$ cat src/hdl/lsp_pkg.sv
`timescale 1ns / 1ps
// ---------------------------------------------------------------------------
// LED strip PWM encoder package
// Shared sizes, opcodes, register indexes and the slot descriptor that
// travels from the frame sequencer to the encoder.
// ---------------------------------------------------------------------------
package lsp_pkg;

   // Number of pixels in the chain and the address width of the pixel store.
   localparam int LED_COUNT   = 64;
   localparam int LED_IDX_W   = (LED_COUNT > 1) ? $clog2(LED_COUNT) : 1;

   // Serial format: 24 bits per LED, green, red, blue, MSB first.
   localparam int BITS_PER_LED = 24;
   localparam int BIT_CNT_W    = 5;
   localparam int PIXEL_W      = 24;

   // Register widths.
   localparam int CSR_DATA_W = 16;
   localparam int CSR_IDX_W  = 2;

   // Register reset values.
   localparam logic [7:0]  BRIGHTNESS_RST  = 8'd255;
   localparam logic [15:0] ONE_CMP_RST     = 16'd58;
   localparam logic [15:0] ZERO_CMP_RST    = 16'd29;
   localparam logic [7:0]  RESET_SLOTS_RST = 8'd50;

   // Request opcodes; code 3 is unused and does nothing.
   typedef enum logic [1:0] {
      OP_WRITE = 2'd0,
      OP_CLEAR = 2'd1,
      OP_SLOT  = 2'd2
   } opcode_type;

   // Register indexes of the write port.
   typedef enum logic [CSR_IDX_W-1:0] {
      CSR_BRIGHTNESS  = 2'd0,
      CSR_ONE_CMP     = 2'd1,
      CSR_ZERO_CMP    = 2'd2,
      CSR_RESET_SLOTS = 2'd3
   } csr_index_type;

   // Colour byte in transmit order.
   localparam logic [1:0] BYTE_GREEN = 2'd0;
   localparam logic [1:0] BYTE_RED   = 2'd1;
   localparam logic [1:0] BYTE_BLUE  = 2'd2;

   // Description of one slot, handed from the sequencer to the encoder.
   typedef struct packed {
      logic       gap;       // slot is in the trailing reset gap
      logic       last;      // final reset slot of the frame
      logic [1:0] byte_sel;  // colour byte being sent
      logic [2:0] bit_pos;   // bit within the byte, 0 is the MSB
   } slot_info_type;

endpackage

$ cat src/hdl/lsp_pixel_ram.sv
`timescale 1ns / 1ps
// ---------------------------------------------------------------------------
// LED strip pixel store
// Synchronous pixel memory with one write and one registered read port.
// Per-entry valid bits let a clear drop the whole store at once.
// ---------------------------------------------------------------------------
module lsp_pixel_ram
   import lsp_pkg::*;
(
   input  logic                 clock,
   input  logic                 reset,
   input  logic                 wr_en,
   input  logic [LED_IDX_W-1:0] wr_addr,
   input  logic [PIXEL_W-1:0]   wr_data,
   input  logic                 clear,
   input  logic                 rd_en,
   input  logic [LED_IDX_W-1:0] rd_addr,
   output logic [PIXEL_W-1:0]   rd_data
);

   logic [PIXEL_W-1:0] mem [LED_COUNT];
   logic [LED_COUNT-1:0] valid_ff;
   logic [LED_COUNT-1:0] valid_in;
   logic [PIXEL_W-1:0]   rd_data_ff;
   logic                 rd_valid_ff;

   // Memory array write and registered read.
   always_ff @(posedge clock) begin
      if (wr_en) begin
         mem[wr_addr] <= wr_data;
      end
      if (rd_en) begin
         rd_data_ff <= mem[rd_addr];
      end
   end

   // Valid bits: a write marks its entry, a clear drops every entry.
   always_comb begin
      valid_in = valid_ff;
      if (clear) begin
         valid_in = '0;
      end else if (wr_en) begin
         valid_in[wr_addr] = 1'b1;
      end
   end

   always_ff @(posedge clock) begin
      if (reset) begin
         valid_ff    <= '0;
         rd_valid_ff <= 1'b0;
      end else begin
         valid_ff <= valid_in;
         if (rd_en) begin
            rd_valid_ff <= valid_ff[rd_addr];
         end
      end
   end

   // An entry that was cleared or never written reads as black.
   assign rd_data = rd_valid_ff ? rd_data_ff : '0;

endmodule

$ cat src/hdl/lsp_frame_seq.sv
`timescale 1ns / 1ps
// ---------------------------------------------------------------------------
// LED strip frame sequencer
// Tracks the frame position as LED, bit and reset gap counters and
// describes the current slot; steps once per slot request.
// ---------------------------------------------------------------------------
module lsp_frame_seq
   import lsp_pkg::*;
(
   input  logic                 clock,
   input  logic                 reset,
   input  logic                 advance,
   input  logic [7:0]           reset_slot_count,
   output slot_info_type        slot_info,
   output logic [LED_IDX_W-1:0] led_addr
);

   localparam logic [LED_IDX_W-1:0] LAST_LED = LED_IDX_W'(LED_COUNT - 1);
   localparam logic [BIT_CNT_W-1:0] LAST_BIT = BIT_CNT_W'(BITS_PER_LED - 1);

   logic                 gap_ff, gap_in;
   logic [LED_IDX_W-1:0] led_ff, led_in;
   logic [BIT_CNT_W-1:0] bit_ff, bit_in;
   logic [7:0]           gap_cnt_ff, gap_cnt_in;
   logic [7:0]           last_gap;
   logic                 gap_last;

   // A reset count of zero behaves as one.
   assign last_gap = (reset_slot_count == 8'd0) ? 8'd0 : reset_slot_count - 8'd1;
   assign gap_last = gap_cnt_ff >= last_gap;

   // Slot description for the current position.
   always_comb begin
      slot_info.gap      = gap_ff;
      slot_info.last     = gap_ff & gap_last;
      slot_info.byte_sel = bit_ff[4:3];
      slot_info.bit_pos  = bit_ff[2:0];
   end

   assign led_addr = led_ff;

   // Next frame position.
   always_comb begin
      gap_in     = gap_ff;
      led_in     = led_ff;
      bit_in     = bit_ff;
      gap_cnt_in = gap_cnt_ff;
      if (advance) begin
         if (!gap_ff) begin
            if (bit_ff == LAST_BIT) begin
               bit_in = '0;
               if (led_ff == LAST_LED) begin
                  gap_in     = 1'b1;
                  gap_cnt_in = '0;
               end else begin
                  led_in = led_ff + LED_IDX_W'(1);
               end
            end else begin
               bit_in = bit_ff + BIT_CNT_W'(1);
            end
         end else if (gap_last) begin
            gap_in = 1'b0;
            led_in = '0;
            bit_in = '0;
         end else begin
            gap_cnt_in = gap_cnt_ff + 8'd1;
         end
      end
   end

   always_ff @(posedge clock) begin
      if (reset) begin
         gap_ff     <= 1'b0;
         led_ff     <= '0;
         bit_ff     <= '0;
         gap_cnt_ff <= '0;
      end else begin
         gap_ff     <= gap_in;
         led_ff     <= led_in;
         bit_ff     <= bit_in;
         gap_cnt_ff <= gap_cnt_in;
      end
   end

endmodule

$ cat src/hdl/lsp_slot_encode.sv
`timescale 1ns / 1ps
// ---------------------------------------------------------------------------
// LED strip slot encoder
// Waits for the pixel read, scales the selected colour byte, picks the
// compare value for the bit and holds the result beat for the output.
// ---------------------------------------------------------------------------
module lsp_slot_encode
   import lsp_pkg::*;
(
   input  logic               clock,
   input  logic               reset,
   input  logic               issue,
   input  slot_info_type      slot_info,
   input  logic [PIXEL_W-1:0] pixel,
   input  logic [7:0]         brightness,
   input  logic [15:0]        one_bit_compare,
   input  logic [15:0]        zero_bit_compare,
   output logic               busy,
   output logic               rsp_valid,
   input  logic               rsp_stall,
   output logic [15:0]        rsp_compare_value,
   output logic               rsp_in_reset_gap,
   output logic               rsp_frame_last
);

   logic          lookup_valid_ff, lookup_valid_in;
   slot_info_type info_ff;
   logic          out_valid_ff, out_valid_in;
   logic [15:0]   cmp_ff, cmp_in;
   logic          gap_out_ff;
   logic          last_out_ff;
   logic          out_free;
   logic          move;
   logic [7:0]    color_byte;
   logic [15:0]   product;
   logic [7:0]    scaled;
   logic          data_bit;

   // The lookup stage moves on once the output register is free.
   assign out_free = !out_valid_ff || !rsp_stall;
   assign move     = lookup_valid_ff && out_free;
   assign busy     = lookup_valid_ff;

   // Select the colour byte and scale it by the brightness.
   always_comb begin
      case (info_ff.byte_sel)
         BYTE_GREEN: color_byte = pixel[23:16];
         BYTE_RED:   color_byte = pixel[15:8];
         BYTE_BLUE:  color_byte = pixel[7:0];
         default:    color_byte = 8'd0;
      endcase
      product  = 16'(color_byte) * 16'(brightness);
      scaled   = product[15:8];
      data_bit = scaled[~info_ff.bit_pos];
   end

   // Compare value: zero in the reset gap, else by the data bit.
   always_comb begin
      if (info_ff.gap) begin
         cmp_in = 16'd0;
      end else if (data_bit) begin
         cmp_in = one_bit_compare;
      end else begin
         cmp_in = zero_bit_compare;
      end
   end

   // Stage valid flags.
   always_comb begin
      lookup_valid_in = lookup_valid_ff;
      if (issue) begin
         lookup_valid_in = 1'b1;
      end else if (move) begin
         lookup_valid_in = 1'b0;
      end
      out_valid_in = out_valid_ff;
      if (move) begin
         out_valid_in = 1'b1;
      end else if (!rsp_stall) begin
         out_valid_in = 1'b0;
      end
   end

   always_ff @(posedge clock) begin
      if (reset) begin
         lookup_valid_ff <= 1'b0;
         out_valid_ff    <= 1'b0;
      end else begin
         lookup_valid_ff <= lookup_valid_in;
         out_valid_ff    <= out_valid_in;
      end
   end

   // Payload registers.
   always_ff @(posedge clock) begin
      if (issue) begin
         info_ff <= slot_info;
      end
      if (move) begin
         cmp_ff      <= cmp_in;
         gap_out_ff  <= info_ff.gap;
         last_out_ff <= info_ff.last;
      end
   end

   assign rsp_valid         = out_valid_ff;
   assign rsp_compare_value = cmp_ff;
   assign rsp_in_reset_gap  = gap_out_ff;
   assign rsp_frame_last    = last_out_ff;

endmodule

$ cat src/hdl/rgb_led_strip_pwm_encoder.sv
`timescale 1ns / 1ps
// ---------------------------------------------------------------------------
// RGB LED strip PWM encoder
// Pixel store plus slot sequencer that turns a serial RGB LED frame into
// one PWM compare value per timer slot.
// ---------------------------------------------------------------------------
// Pixel writes and clears are accepted back to back; a clear drops every
// pixel at once. A slot request first reads the pixel store, then scales
// the colour byte and picks the compare value; a slot lookup in flight
// holds off the next request beat. The output register lets one slot wait
// on a stalled output while the next is looked up. Frames send LED_COUNT
// pixels of 24 bits, green, red, blue, MSB first, then reset_slot_count
// zero slots (at least one), the last one flagged. Register changes take
// effect on the next slot.
// ---------------------------------------------------------------------------
module rgb_led_strip_pwm_encoder
   import lsp_pkg::*;
(
   input  logic                  clock,
   input  logic                  reset,
   // Request channel
   input  logic                  req_valid,
   output logic                  req_stall,
   input  logic [1:0]            req_opcode,
   input  logic [7:0]            req_pixel_index,
   input  logic [7:0]            req_red,
   input  logic [7:0]            req_green,
   input  logic [7:0]            req_blue,
   // Result channel
   output logic                  rsp_valid,
   input  logic                  rsp_stall,
   output logic [15:0]           rsp_compare_value,
   output logic                  rsp_in_reset_gap,
   output logic                  rsp_frame_last,
   // Register write port
   input  logic                  csr_write,
   input  logic [CSR_IDX_W-1:0]  csr_index,
   input  logic [CSR_DATA_W-1:0] csr_data
);

   logic [7:0]  brightness_ff;
   logic [15:0] one_cmp_ff;
   logic [15:0] zero_cmp_ff;
   logic [7:0]  reset_slots_ff;

   logic                 accept;
   logic                 do_write;
   logic                 do_clear;
   logic                 do_slot;
   logic                 in_range;
   logic                 busy;
   slot_info_type        slot_info;
   logic [LED_IDX_W-1:0] led_addr;
   logic [PIXEL_W-1:0]   pixel;

   // Control and status registers.
   always_ff @(posedge clock) begin
      if (reset) begin
         brightness_ff  <= BRIGHTNESS_RST;
         one_cmp_ff     <= ONE_CMP_RST;
         zero_cmp_ff    <= ZERO_CMP_RST;
         reset_slots_ff <= RESET_SLOTS_RST;
      end else if (csr_write) begin
         case (csr_index)
            CSR_BRIGHTNESS:  brightness_ff  <= csr_data[7:0];
            CSR_ONE_CMP:     one_cmp_ff     <= csr_data;
            CSR_ZERO_CMP:    zero_cmp_ff    <= csr_data;
            CSR_RESET_SLOTS: reset_slots_ff <= csr_data[7:0];
            default: ;
         endcase
      end
   end

   // Request decode; a slot lookup in flight holds off the next beat.
   assign req_stall = busy;
   assign accept    = req_valid && !busy;
   assign in_range  = 32'(req_pixel_index) < LED_COUNT;
   assign do_write  = accept && (req_opcode == OP_WRITE) && in_range;
   assign do_clear  = accept && (req_opcode == OP_CLEAR);
   assign do_slot   = accept && (req_opcode == OP_SLOT);

   lsp_pixel_ram u_pixel_ram (
      .clock   (clock),
      .reset   (reset),
      .wr_en   (do_write),
      .wr_addr (LED_IDX_W'(req_pixel_index)),
      .wr_data ({req_green, req_red, req_blue}),
      .clear   (do_clear),
      .rd_en   (do_slot && !slot_info.gap),
      .rd_addr (led_addr),
      .rd_data (pixel)
   );

   lsp_frame_seq u_frame_seq (
      .clock            (clock),
      .reset            (reset),
      .advance          (do_slot),
      .reset_slot_count (reset_slots_ff),
      .slot_info        (slot_info),
      .led_addr         (led_addr)
   );

   lsp_slot_encode u_slot_encode (
      .clock             (clock),
      .reset             (reset),
      .issue             (do_slot),
      .slot_info         (slot_info),
      .pixel             (pixel),
      .brightness        (brightness_ff),
      .one_bit_compare   (one_cmp_ff),
      .zero_bit_compare  (zero_cmp_ff),
      .busy              (busy),
      .rsp_valid         (rsp_valid),
      .rsp_stall         (rsp_stall),
      .rsp_compare_value (rsp_compare_value),
      .rsp_in_reset_gap  (rsp_in_reset_gap),
      .rsp_frame_last    (rsp_frame_last)
   );

endmodule

$ cat config.mk
export PLATFORM = sky130hd
export DESIGN_NAME = rgb_led_strip_pwm_encoder
export DESIGN_NICKNAME = d
export VERILOG_FILES = /design/src/hdl/lsp_pkg.sv /design/src/hdl/lsp_pixel_ram.sv /design/src/hdl/lsp_frame_seq.sv /design/src/hdl/lsp_slot_encode.sv /design/src/hdl/rgb_led_strip_pwm_encoder.sv
export SDC_FILE = /design/constraint.sdc
export NUM_CORES = 2
export LEC_CHECK = 0
export ABC_CLOCK_PERIOD_IN_PS = 8500
export BUFFER_PORTS_ARGS = -buffer_cell sky130_fd_sc_hd__buf_2
export CAP_MARGIN = 20
export CORE_ASPECT_RATIO = 0.8
export CORE_UTILIZATION = 30
export CTS_BUF_LIST = sky130_fd_sc_hd__clkbuf_8
export CTS_CLUSTER_SIZE = 25
export DETAILED_ROUTE_END_ITERATION = 10
export GPL_TIMING_DRIVEN = 0
export MAX_ROUTING_LAYER = met4
export RECOVER_POWER = 25
export SLEW_MARGIN = 15
export SYNTH_ARGS = -nofsm -noshare
export SYNTH_HDL_FRONTEND = slang
export SYNTH_SLANG_ARGS = --single-unit
$ cat constraint.sdc
create_clock -name clock -period 8.5 [get_ports clock]
set_clock_uncertainty 0.1 [all_clocks]
set_input_delay 0.85 -clock clock [delete_from_list [all_inputs] [get_ports clock]]
set_output_delay 0.85 -clock clock [all_outputs]
set_load 0.05 [all_outputs]
==> results by group <==
Worst setup path
  – CP max FO: 10
  – Worst Setup Start Kind: flip-flop
  – Cells along the critical path: buf_6 -> clkbuf_1 -> mux2i_1 -> o21ai_0 -> and3_1 -> fa_1 -> inv_1 -> fa_1 -> inv_1 -> fa_1 -> inv_1 -> fa_1 -> inv_1 -> ha_1 -> a21oi_1 -> o21ai_0 -> a21oi_1 -> o21a_1 -> mux2_2 -> o31ai_2 -> a211oi_4 -> buf_8 -> mux2i_1
  – CP Class: flip-flop to flip-flop
  – R2r startpoint: u_slot_encode.info_ff[4]$_DFFE_PP_
  – Critical path's top delay family: compound AO/OA/AOI/OAI gates
  – CP max stage delay: between 0.8 and 0.9 ns
  – Worst setup EP type: flip-flop
  – CP required: a little over 9 ns
  – Worst-case reg-to-reg path depth: 23
  – CP max-delay cell: o21ai_0
  – Critical Path AT: approximately 7.8 ns
  – Critical R2R Capture: u_slot_encode.rsp_compare_value[13]$_SDFFCE_PP0P_
  – FF-to-FF setup slack: approximately 1.4 ns
  – WP buf/inv: 7

Timing
  – Worst rel slew slack: -1.29
  – RSZ-0062 raised after global routing: false
  – Final Max Slew Viols: around 1200
  – Worst slew pin tran: between 3 and 4 ns
  – Final Setup Violations: 0
  – Final Hold Viols: 0
  – Fmax achieved: 0.141 GHz
  – TNS Setup: 0 ns
  – Fin crit share: 0.833
  – Tmin final: between 7 and 8 ns

Synth
  – Sequential fraction of the synthesis area: 0.739
  – Warnings, synthesis: 0
  – Syn Nets: between 3000 and 4000
  – Main synth FF type: edfxtp_1
  – Area leader, netlist: edfxtp_1
  – Synthesized flop and latch total: approximately 1700
  – Most common library cells after synthesis: edfxtp_1 (1585), mux4_2 (525), dfxtp_1 (135)
  – Area contributors post-synth: edfxtp_1 (70%), mux4_2 (17%), dfxtp_1 (4.0%)
  – Post-synth ARST share: 0
  – Synthesized cell area: 68100 um^2
  – Most common cell in the netlist: edfxtp_1
  – Share of the synthesized area in the top cell type: 0.699
  – Number of enable flip-flop cells after synthesis: 1585
  – Post-Syn Instances: 3188
  – Count of cell types in the netlist: between 60 and 70
  – Avg Cell Area, Syn: about 21 um^2

Floorplanning
  – Die area: 229000 um^2
  – Die height: roughly 430 um
  – I/O pin total: 77
  – Die W: approximately 530 um
  – Core ar.: approximately 230000 um^2
  – Initial Util: 0.302
  – Cell Rows: around 160

Drt
  – Wire per inst: around 26 um
  – Via count: roughly 35000
  – First DRT Iteration DRCs: approximately 4400
  – Remaining DRCs: 0
  – DR vias/cell: between 5 and 6
  – Routed WL: about 180000 um
  – Number of nets with antenna violations after routing: 0
  – Drt pass-1 iters: 6

Global routing
  – Overall routing resource usage: 0.162
  – Antenna violations before repair: 29
  – Vias in the first global route: 34500
  – Largest net degree at the start of global routing: between 60 and 70
  – Global route total overflow: 0
  – First-pass GRT wire length: about 260000 um

Power and ir drop
  – Pwr Total: 16.0 mW
  – Power Density: between 200 and 250 nW/um^2
  – Flop pwr share: 0.579
  – Lkg Pwr: between 20 and 25 nW
  – Internal: 12.6 mW
  – Psw: approximately 3.4 mW
  – Clk pwr share: 0.404
  – Worst VDD drop: between 0.1 and 0.15 mV
  – Switch share: 0.212
  – Combinational Power Share: 0.016

Finish
  – Multi-input logic area: ~17000 um^2
  – FF+latch area: 50300 um^2
  – Filler Cells Inserted: roughly 21000
  – Area growth syn-to-layout: 17.0%
  – Share of layout cells above drive strength 1: 0.288
  – Nets: between 3000 and 4000

Status
  – Status: complete, but fails checks
  – Failing checks: max-capacitance violations, max-slew violations

Min path
  – Cell count of the worst hold path: 4
  – Worst hold path class: input pin to flip-flop
  – Worst Hold End: zero_cmp_ff[1]$_SDFFE_PP0P_
  – Hold Path Origin: csr_index[0]

Clocking
  – Clock sink count: 1720
  – CTS clk-pin slew, worst paths: 0.06 ns
  – H-Tree Depth: 5
  – CTS root buffer: clkbuf_8
  – Max Root-Sink Buffers: 4
  – Cts bufs inserted: 284
  – CTS tree: built
  – Clock Latency Late Sink: 1.02 ns
  – Post-CTS Setup Bufs: 0

Place
  – Dpl hpwl: roughly 120000 um
  – Routability cong.: about 0.85
  – I/O Buffers: ~70

Flow run
  – # Max-Cap Violations: 20
[layout by cell type (no fill, tap or decap), types with 8 or more instances in the layout]
| cell | instances |
|---|---|
| nor2_1 | 23 |
| nor2_4 | 64 |
| and2_1 | 13 |
| a211o_1 | 12 |
| o21ai_0 | 18 |
| diode_2 | 20 |
| clkinv_1 | 54 |
| nor2b_1 | 15 |
| edfxtp_1 | 1585 |
| buf_2 | 94 |
| buf_6 | 9 |
| and3_1 | 49 |
| nand2b_1 | 37 |
| inv_1 | 146 |
| clkbuf_1 | 126 |
| dlygate4sd3_1 | 17 |
| fa_1 | 35 |
| o21a_1 | 69 |
| nor3_1 | 11 |
| clkbuf_8 | 294 |
| buf_12 | 15 |
| mux2i_1 | 26 |
| ha_1 | 45 |
| buf_1 | 8 |
| nand3b_1 | 25 |
| a21oi_1 | 64 |
| clkinv_2 | 10 |
| mux4_2 | 525 |
| buf_16 | 53 |
| nand3_1 | 18 |
| nand2_1 | 125 |
| dfxtp_1 | 135 |
[metrics by stage]
step / area [um^2] / hold slack, ns / std cells / utilization / worst slack (ns)
final: 79700 / 0.207 / 6849 / 0.353 / 1.42
after global routing: 79700 / 0.197 / 6845 / 0.353 / 1.08
after CTS: 79600 / 0.128 / 6822 / 0.352 / 1.42
after detailed placement: 74600 / 0.348 / 6339 / 0.330 / 1.45
after global placement: 72200 / 0.341 / 6262 / 0.320 / 1.48
after floorplan: 68100 / 0.300 / 3188 / - / 2.53
[state kept, by name, indices dropped and copies added, names as in the netlist, 5 cells and up]
| signal | flops |
|---|---|
| brightness_ff | 8 |
| one_cmp_ff | 16 |
| reset_slots_ff | 8 |
| u_frame_seq.bit_ff | 5 |
| u_frame_seq.gap_cnt_ff | 8 |
| u_frame_seq.led_addr | 6 |
| u_pixel_ram.mem | 1536 |
| u_pixel_ram.rd_data_ff | 24 |
| u_pixel_ram.valid_ff | 64 |
| u_slot_encode.info_ff | 7 |
| u_slot_encode.rsp_compare_value | 16 |
| zero_cmp_ff | 16 |
[timing repair]
item	4_1_cts	5_1_grt
endpoints found under the hold margin	45	0
gates resized for setup	0	0
hold buffers	17	0
[power by group through the flow]
stage / Sequential, mW / Combinational (mW) / Clock, mW
after CTS: 9.26 / 0.266 / 6.61
after global placement: 9.44 / 0.229 / 0
final: 9.28 / 0.262 / 6.47
after floorplan: 9.44 / 0.0606 / 0
after global routing: 9.27 / 0.282 / 6.96
after detailed placement: 9.44 / 0.260 / 0
[worst min-delay path: stages]
cell and delay [ns]:
buf_2 0.14, nor2_1 0.13, nand2_1 0.10, a21oi_1 0.05
[cell type report]
cell class                 count  area share
antenna                       20    0.000628
buffer                       164     0.00878
clock buffer                 294      0.0508
clock inverter               172     0.00996
inverter                      49     0.00231
multi-input combinational   1255       0.219
sequential                  1720       0.631
tap                         3002      0.0471
timing repair buffer         173      0.0304
[logic make-up after synthesis]
group / synth area share
muxes: 0.178
adders and majority gates: 0.0186
xor gates and xnor gates: 0.00116
AOI/OAI and AO/OA: 0.0199
buffers and inverters: 0.0129
and+or+nand+nor: 0.0312
DFF: 0.739
[worst max path at each step]
stage | from | cells past startpoint | endpoint | slack (ns)
6_report | u_slot_encode.info_ff[4]$_DFFE_PP_ | 23 | u_slot_encode.rsp_compare_value[13]$_SDFFCE_PP0P_ | 1.42
5_1_grt | u_slot_encode.info_ff[4]$_DFFE_PP_ | 23 | u_slot_encode.rsp_compare_value[7]$_SDFFCE_PP0P_ | 1.08
4_1_cts | u_slot_encode.info_ff[4]$_DFFE_PP_ | 23 | u_slot_encode.rsp_compare_value[5]$_SDFFCE_PP0P_ | 1.42
3_5_place_dp | u_slot_encode.info_ff[4]$_DFFE_PP_ | 23 | u_slot_encode.rsp_compare_value[5]$_SDFFCE_PP0P_ | 1.45
3_3_place_gp | u_slot_encode.info_ff[4]$_DFFE_PP_ | 23 | u_slot_encode.rsp_compare_value[13]$_SDFFCE_PP0P_ | 1.48
2_1_floorplan | u_slot_encode.info_ff[4]$_DFFE_PP_ | 23 | u_slot_encode.rsp_compare_value[10]$_SDFFCE_PP0P_ | 2.53
[metal layers]
layer	wire, um	track usage	vias up	share of wire
met2	81700	0.232	1603	0.45
met4	5120	0.0561	0	0.028
li1	-	-	14200	-
met1	77000	0.221	18600	0.43
met5	0	-	-	0
met3	17300	0.0438	309	0.095
No activity file was read; power rests on OpenSTA's default activity.
